## src/sv/cmc_pkg.sv

```systemverilog
`timescale 1ns / 1ps
// Shared types, constants and helpers of the colour matrix converter.
package cmc_pkg;

    // Fraction bits of the matrix coefficients (S3.14 by default, 10 to 16 allowed).
    localparam int COEF_FRAC_BITS = 14;

    localparam int COEF_W   = 18;                    // one signed coefficient
    localparam int ROW_W    = 3 * COEF_W;            // packed coefficient row
    localparam int PIX_W    = 16;                    // component port width
    localparam int COMP_W   = 24;                    // internal component scale
    localparam int DIFF_W   = COMP_W + 1;            // component minus zero point
    localparam int PROD_W   = COEF_W + DIFF_W;       // full product
    localparam int QUOT_W   = PROD_W - COEF_FRAC_BITS; // product with fraction dropped
    localparam int SUM_W    = QUOT_W + 3;            // three products plus zero point
    localparam int CFG_IDX_W = 3;

    localparam logic [COMP_W-1:0] LIM_MIN        = 24'h100000;
    localparam logic [COMP_W-1:0] LIM_MAX_LUMA   = 24'hebffff;
    localparam logic [COMP_W-1:0] LIM_MAX_CHROMA = 24'hf0ffff;
    localparam logic [COMP_W-1:0] FULL_MAX       = 24'hffffff;
    localparam logic [COMP_W-1:0] CHROMA_ZERO    = 24'h800000;

    localparam logic [COEF_W-1:0] COEF_ONE = COEF_W'(1 << COEF_FRAC_BITS);

    typedef logic signed [DIFF_W-1:0] cmc_diff_t;

    // Register map of the configuration port.
    typedef enum logic [CFG_IDX_W-1:0] {
        REG_COEF_ROW0       = 3'd0,
        REG_COEF_ROW1       = 3'd1,
        REG_COEF_ROW2       = 3'd2,
        REG_IN_LIMITED      = 3'd3,
        REG_OUT_LIMITED     = 3'd4,
        REG_IN_CENTERED     = 3'd5,
        REG_OUT_CENTERED    = 3'd6,
        REG_WIDE_COMPONENTS = 3'd7
    } cmc_reg_idx_t;

    // Mode bits shared by the input conditioner and the matrix rows.
    typedef struct packed {
        logic in_limited;
        logic out_limited;
        logic in_centered;
        logic out_centered;
        logic wide;
    } cmc_mode_t;

    function automatic logic [COMP_W-1:0] range_min(input logic limited);
        return limited ? LIM_MIN : '0;
    endfunction

    function automatic logic [COMP_W-1:0] range_max(input logic limited, input logic luma);
        if (!limited) begin
            return FULL_MAX;
        end
        return luma ? LIM_MAX_LUMA : LIM_MAX_CHROMA;
    endfunction

    function automatic logic [COMP_W-1:0] zero_point(input logic limited,
                                                     input logic centered,
                                                     input logic luma);
        return (!luma && centered) ? CHROMA_ZERO : range_min(limited);
    endfunction

endpackage

```

## src/sv/cmc_in_cond.sv

```systemverilog
`timescale 1ns / 1ps
// Input conditioning: scale each component to 24 bits, clamp, remove zero point.
module cmc_in_cond
    import cmc_pkg::*;
(
    input  cmc_mode_t        mode,
    input  logic [PIX_W-1:0] c0,
    input  logic [PIX_W-1:0] c1,
    input  logic [PIX_W-1:0] c2,
    output cmc_diff_t        d0,
    output cmc_diff_t        d1,
    output cmc_diff_t        d2
);

    logic [PIX_W-1:0] raw [3];
    cmc_diff_t        diff [3];

    assign raw[0] = c0;
    assign raw[1] = c1;
    assign raw[2] = c2;

    always_comb begin
        logic [COMP_W-1:0] x;
        logic [COMP_W-1:0] lo;
        logic [COMP_W-1:0] hi;
        logic [COMP_W-1:0] zp;
        for (int j = 0; j < 3; j++) begin
            // narrow mode keeps only the low byte
            x  = mode.wide ? {raw[j], 8'h00} : {raw[j][7:0], 16'h0000};
            lo = range_min(mode.in_limited);
            hi = range_max(mode.in_limited, j == 0);
            zp = zero_point(mode.in_limited, mode.in_centered, j == 0);
            if (x < lo) begin
                x = lo;
            end else if (x > hi) begin
                x = hi;
            end
            diff[j] = $signed({1'b0, x}) - $signed({1'b0, zp});
        end
    end

    assign d0 = diff[0];
    assign d1 = diff[1];
    assign d2 = diff[2];

endmodule

```

## config.mk

```make
export PLATFORM = sky130hd
export DESIGN_NAME = cmc_in_cond
export DESIGN_NICKNAME = d
export VERILOG_FILES = /design/src/sv/cmc_pkg.sv /design/src/sv/cmc_in_cond.sv
export SDC_FILE = /design/constraint.sdc
export NUM_CORES = 1
export LEC_CHECK = 0
export ABC_CLOCK_PERIOD_IN_PS = 3600
export BUFFER_PORTS_ARGS = -buffer_cell sky130_fd_sc_hd__buf_4
export CAP_MARGIN = 20
export CORE_MARGIN = 1.5
export CORE_UTILIZATION = 41
export DETAILED_ROUTE_END_ITERATION = 10
export PLACE_DENSITY = 0.85
export SLEW_MARGIN = 5
export SYNTH_ARGS = -nofsm -noshare
export SYNTH_HDL_FRONTEND = slang
export SYNTH_SLANG_ARGS = --single-unit
```

## constraint.sdc

```tcl
create_clock -name vclk -period 3.6
set_clock_uncertainty 0.05 [all_clocks]
set_input_delay 0.54 -clock vclk [all_inputs]
set_output_delay 0.54 -clock vclk [all_outputs]
set_load 0.03 [all_outputs]
```

# Word level (Yosys, flattened, before mapping)
# Cells that the tools add are included.
dict set report classes {
  add_sub_neg 3
  n_lt_le_gt_ge 6
  muxes 13
}
# op count
set ops {}
lappend ops {{24-bit two-way mux} 10}
lappend ops {{24-bit by 24-bit subtractor with 25-bit output} 3}
lappend ops {{24-bit greater-than comparator} 3}
lappend ops {{24-bit < comparator} 2}
lappend ops {{21-bit two-way mux} 2}
lappend ops {{24-bit by 21-bit < comparator with 1-bit output} 1}
lappend ops {{20-bit two-way mux} 1}
dict set report totals {
  ff_bits 0
  input_bits 53
  out_inout_bits 75
}

# Depth between registers and ports, before layout
# Gate-level depths: netlist of the first run.
dict set report logic_depth {
  depth_word 5
  mapped_depth 12
}

# Least setup slack after synthesis of the first run
# No wires, ideal clock.
dict set report synth_timing {
  path_type {input to output}
  startpoint {in mode[0] (netlist name)}
  endpoint {out d0[24]}
  t_arrival_ns 3.141
  required_time_ns 3.010
  slack_ns -0.131
  path_stages 12
  path_buffers 3
  path_cell_list {buf_6 -> buf_6 -> buf_2 -> mux2i_1 -> ha_1 -> nor2b_1 -> a31o_2 -> nand3_1 -> o311ai_0 -> ha_1 -> ha_1 -> a21boi_0}
}
dict set report synth_between {
  elab_chain_cells 5
  word_cells_on_any_way 6
}
# item line
set synth_lines {}
lappend synth_lines {{start, declared} cmc_in_cond.sv:6} ;# input cmc_mode_t mode,
lappend synth_lines {{24-bit two-way mux *} cmc_in_cond.sv:29} ;# x = mode.wide ? {raw[j], 8'h00} : {raw[j][7:0], 16'h0000};
lappend synth_lines {{24-bit greater-than comparator} cmc_in_cond.sv:35} ;# end else if (x > hi) begin
lappend synth_lines {{24-bit two-way mux} cmc_in_cond.sv:35}
lappend synth_lines {{24-bit two-way mux *} cmc_in_cond.sv:33} ;# if (x < lo) begin
lappend synth_lines {{24-bit by 24-bit subtractor with 25-bit output *} cmc_in_cond.sv:38} ;# diff[j] = $signed({1'b0, x}) - $signed({1'b0, zp});
lappend synth_lines {{end, declared} cmc_in_cond.sv:10} ;# output cmc_diff_t d0,
# Every way passes the cells marked *; elsewhere a longest branch is shown, timed or not.

# Worst setup path after layout of the first run
dict set report layout_timing {
  startpoint {in mode[0] (netlist name)}
  endpoint {out d0[22]}
}
# Same word-level chain as after synthesis.

==> results of run 1 <==
==> power by group through the flow <==
stage                     combinational, mW  clock [mW]  sequential (mW)
after floorplan                       0.268           0                0
after global placement                0.419           0                0
after detailed placement              0.424           0                0
after CTS                             0.426           0                0
after global routing                  0.455           0                0
final                                 0.425           0                0
==> through the flow <==
stage,power (mW),hold WS [ns],std cells,utilization
finish,0.4246,1.352,347,0.6776
global route,0.4545,1.368,347,0.6776
CTS,0.4256,1.357,347,0.6758
detailed placement,0.4243,1.354,347,0.6758
global placement,0.4186,1.349,347,0.6758
floorplan,0.2683,1.247,202,-
==> placed cells by master, fill, tap and decap left out, drive strengths merged, types with 5 or more instances in the layout <==
| cell | Yosys | layout |
|---|---|---|
| a21o | 16 | 16 |
| buf | 30 | 130 |
| ha | 15 | 15 |
| inv | 15 | 15 |
| mux2 | 8 | 8 |
| mux2i | 13 | 13 |
| nand2 | 21 | 21 |
| nand3 | 7 | 7 |
| nor2 | 5 | 5 |
==> cell families (layout without fill, tap and decap cells) <==
| family | count (synthesis) | after routing | synth area share |
|---|---|---|---|
| multiplexers | 21 | 21 | 0.1445 |
| buffers and inverters | 46 | 145 | 0.1888 |
| XOR/XNOR | 6 | 6 | 0.03449 |
| AND/OR/NAND/NOR | 59 | 59 | 0.2127 |
| AO/OA/AOI/OAI | 55 | 55 | 0.2964 |
| adder cells (fa/ha/maj) | 15 | 15 | 0.1232 |
==> final cells by class <==
| cell class | count | share of cell area |
|---|---|---|
| Inverter | 15 | 0.02414 |
| Multi-Input combinational cell | 156 | 0.5327 |
| Tap cell | 46 | 0.02468 |
| Timing Repair Buffer | 130 | 0.4185 |
==> path summary, 6_finish.rpt <==
path                  startpoint     end  slack, ns  cells past startpoint
worst max-delay path     mode[0]  d0[22]       0.26                     11
worst min-delay path       c1[0]   d1[8]       1.35                      4
==> layer usage <==
| layer | wire length (um) | up-vias |
|---|---|---|
| li1 | - | 912 |
| met1 | 1793 | 818 |
| met2 | 2148 | 81 |
| met3 | 396 | 4 |
| met4 | 38 | 0 |
| met5 | 0 | - |
==> worst max-delay path, delay by kind of cell <==
family | cells | cell delay [ns]
fa+ha+maj | 3 | 0.69
mux | 1 | 0.27
xor+xnor | 1 | 0.15
buf+inv | 2 | 0.40
simple gates | 2 | 0.40
compound gates | 2 | 0.29
==> metrics.yaml, run 1 <==
run_status:
  status: "completed"
layout:
  multi_input_area_um2: 1242
  n_sequential_cell: 0
  ff_latch_area_um2: 0
  antenna_cells: 0
  layout.nets: 371
  clkbuf_count: 0
  drive_above_1_share: 0.5017
  fin_area_um2: 2332
  syn_to_final_growth_pct: 53.04
  fillers: 324
grt:
  grt-busiest-layer: "met2"
  antenna_found_initial: 0
  grt.met3_usage: 0.02641
  met1_usage: 0.2314
  grt_pass1_vias: 1722
  grt_max_degree: 28
  met2_usage: 0.3906
  grt-ovfl-total: 0
  grt_pass1_wl_mm: 7.079
  track_usage: 0.1987
synth:
  synth_warnings: 0
  synth.most_common_cell: "buf_4"
  synth_top_area_frac: 0.1232
  netlist_top_cells_count: "buf_4 (21), nand2_1 (20), a21o_1 (16), ha_1 (15), inv_1 (15)"
  synth_nets: 270
  synth_area_um2: 1524
  synth.distinct_cells: 54
  synth_sequential_area_ratio: 0
  synth.area.top_cells: "ha_1 (12%), buf_4 (10%), mux2i_1 (8.5%)"
  syn_inst: 202
  syn_avg_cell_area_um2: 7.544
  synth.largest_area_cell: "ha_1"
timing:
  rsz0062_at_grt: "false"
  slew_viol_final: 0
  fin_crit_sh: 0.9273
  fin_crit_ns: 3.338
  tightest_slew_ns: 0.6679
  tns_ns: 0
  setup_viol: 0
  max_slew_margin: 0.5533
  fin_ws_ns: 0.2617
  hold_viol_final: 0
  max_freq_mhz: 299.6
worst_setup_path:
  cp_slowest_cell: "mux2i_1"
  start_kind: "input pin"
  cp-end-kind: "output port"
  crit_arrival_ns: 2.75
  path_cells: "buf_4 > mux2i_1 > ha_1 > nor2b_1 > a31oi_4 > nor2_1 > o311ai_0 > ha_1 > ha_1 > xnor2_1 > buf_4"
  cpPeakStageDelay_ns: 0.27
  worstSetupPathType: "in -> out"
  critical_path_peak_fanout: 14
  cp_common_cell: "ha_1"
  required_ns: 3.01
route:
  drt_pass1_iterations: 4
  antenna_left: 0
  postRouteWirelength_mm: 4.376
  num_vias: 1815
  drt-initial-drc-count: 69
  drc: 0
  wl_per_cell_um: 12.61
  via_per_inst: 5.231
die:
  die_x_um: 63.97
  core_area_um2: 3442
  design.die.area_um2: 4092
  initial_core_util: 0.4427
  core.rowCount: 21
  die_height_um: 63.97
  ioPinCount: 128
cts:
  postCtsHoldBufs: 0
  post_cts_resized: 0
  post_cts_buffers: 0
power_and_ir_drop:
  p_leak_nw: 1.332
  power_density_nw_per_um2: 182.1
  switching_power_uw: 245.3
  clockPowerShare: 0
  irDropWorstVdd_uv: 135.4
  p_int_uw: 179.3
  sequentialPowerShare: 0
  pwr-share-comb: 1.000
  p_sw_frac: 0.5778
worst_hold_path:
  holdCritPathClass: "in -> out"
placed_design:
  place_congestion: 0.8485
  io_buffers: 126
  placed_cell_area_um2: 2326
  dp_hpwl_mm: 3.640
  dp_slack_ns: 0.09734
run:
  cap_violations: 0
No activity file was read; power rests on OpenSTA's default activity.
==> run 2: changes to the inputs <==
- CORE_UTILIZATION: 41 -> 35
- PLACE_DENSITY: 0.85 -> 0.74
==> run 2 against run 1 <==
Against the previous run: highest routed layer is now met3; largest power group unchanged; largest cell class unchanged; first-iteration DRC count grew 16%; clock-buffer cell count did not move; hold slack better by 0.0011 ns; critical path depth decreased by 1.
==> metrics.yaml, run 2 (synthesis results as in run 1) <==
layout:
  antenna_cells: 0
  n_sequential_cell: 0
  fillers: 408
  fin_cells: 353
  post-route-util: 0.5756
  final_common_cell: "buf_4"
  drive_above_1_share: 0.5050
  final_cell_mix: "buf_4 (131), nand2_1 (20), a21o_1 (16), inv_1 (15), ha_1 (15)"
  syn_to_final_growth_pct: 54.35
  ff_latch_area_um2: 0
  layout.nets: 373
  clkbuf_count: 0
timing:
  max_freq_mhz: 299.2
  tightest_slew_ns: 0.5559
  slew_viol_final: 0
  tns_ns: 0
  max_slew_margin: 0.6261
  fin_ws_ns: 0.2577
  hold_viol_final: 0
  fin_crit_sh: 0.9284
  fin_crit_ns: 3.342
  setup_viol: 0
  rsz0062_at_grt: "false"
power_and_ir_drop:
  p_int_uw: 180.3
  power_density_nw_per_um2: 180.0
  p_leak_nw: 1.343
  power_uw: 423.5
  switching_power_uw: 243.2
  p_sw_frac: 0.5742
  irDropWorstVdd_uv: 97.25
  clockPowerShare: 0
  pwr-share-comb: 1.000
  sequentialPowerShare: 0
route:
  postRouteWirelength_mm: 4.360
  drt-initial-drc-count: 80
  num_vias: 1836
  via_per_inst: 5.201
  drt_pass1_iterations: 4
  antenna_left: 0
  wl_per_cell_um: 12.35
  drc: 0
grt:
  grt_pass1_wl_mm: 6.292
  antenna_found_initial: 0
  grt_pass1_vias: 1475
  grt-ovfl-total: 0
  grt_max_degree: 23
  track_usage: 0.1617
placed_design:
  dp_slack_ns: 0.09931
  dp_hpwl_mm: 3.656
  post-place-cells: 352
  io_buffers: 126
  place_congestion: 0.7690
die:
  initial_core_util: 0.3729
  core.rowCount: 23
  design.die.area_um2: 4759
  ioPinCount: 128
  core_area_um2: 4086
  die_height_um: 68.99
  die_x_um: 68.99
run:
  cap_violations: 0
worst_setup_path:
  cp-end-kind: "output port"
  required_ns: 3.01
  crit_arrival_ns: 2.75
  critical_path_peak_fanout: 13
  worstSetupPathType: "in -> out"
  start_kind: "input pin"
run_status:
  status: "completed"
cts:
  post_cts_buffers: 0
  post_cts_resized: 0
  postCtsHoldBufs: 0
worst_hold_path:
  holdCritPathClass: "in -> out"
-- run 2: cell types whose count changed in the layout (fill, tap and decap cells not counted) --
cell and change:
nor3_2 +1, buf_4 +1, nor3_4 -1, clkbuf_8 +1
-- run 2: critical path, stage by stage --
cell and delay (ns):
buf_4 0.20, buf_4 0.20, mux2_2 0.39, a31oi_4 0.23, nor2_1 0.07, o311ai_0 0.31
ha_1 0.24, ha_1 0.19, a21boi_1 0.18, buf_4 0.18
-- run 2: per-stage QoR --
step | cell area [um^2] | hold slack (ns)
3_5_place_dp | 2338 | 1.354
2_1_floorplan | 1524 | 1.247
3_3_place_gp | 2338 | 1.352
5_1_grt | 2352 | 1.368
6_report | 2352 | 1.354
4_1_cts | 2338 | 1.355
-- run 2: metal layers --
metal,global-route usage,vias to the layer above,share of wire
met5,0,-,0
met4,0,0,0
met3,0.006494,0,0.082
met2,0.3125,80,0.51
met1,0.2091,837,0.41
li1,-,919,-
-- run 2: layout make-up --
type	count	area, um^2	area share
multi-input cells	156	1236	0.5255
repair buffers	132	997.2	0.4239
well taps	50	62.56	0.02660
inverters	15	56.30	0.02394
-- run 2: path summary, 6_finish.rpt --
check / startpoint / slack (ns) / to / cells after the start
max: mode[0] / 0.26 / d0[24] / 10
min: c1[1] / 1.35 / d1[9] / 4
-- run 2: power groups by stage --
stage / clock (mW) / sequential (mW) / combinational, mW
2_1_floorplan: 0 / 0 / 0.268
3_3_place_gp: 0 / 0 / 0.421
4_1_cts: 0 / 0 / 0.427
3_5_place_dp: 0 / 0 / 0.426
6_report: 0 / 0 / 0.423
5_1_grt: 0 / 0 / 0.457
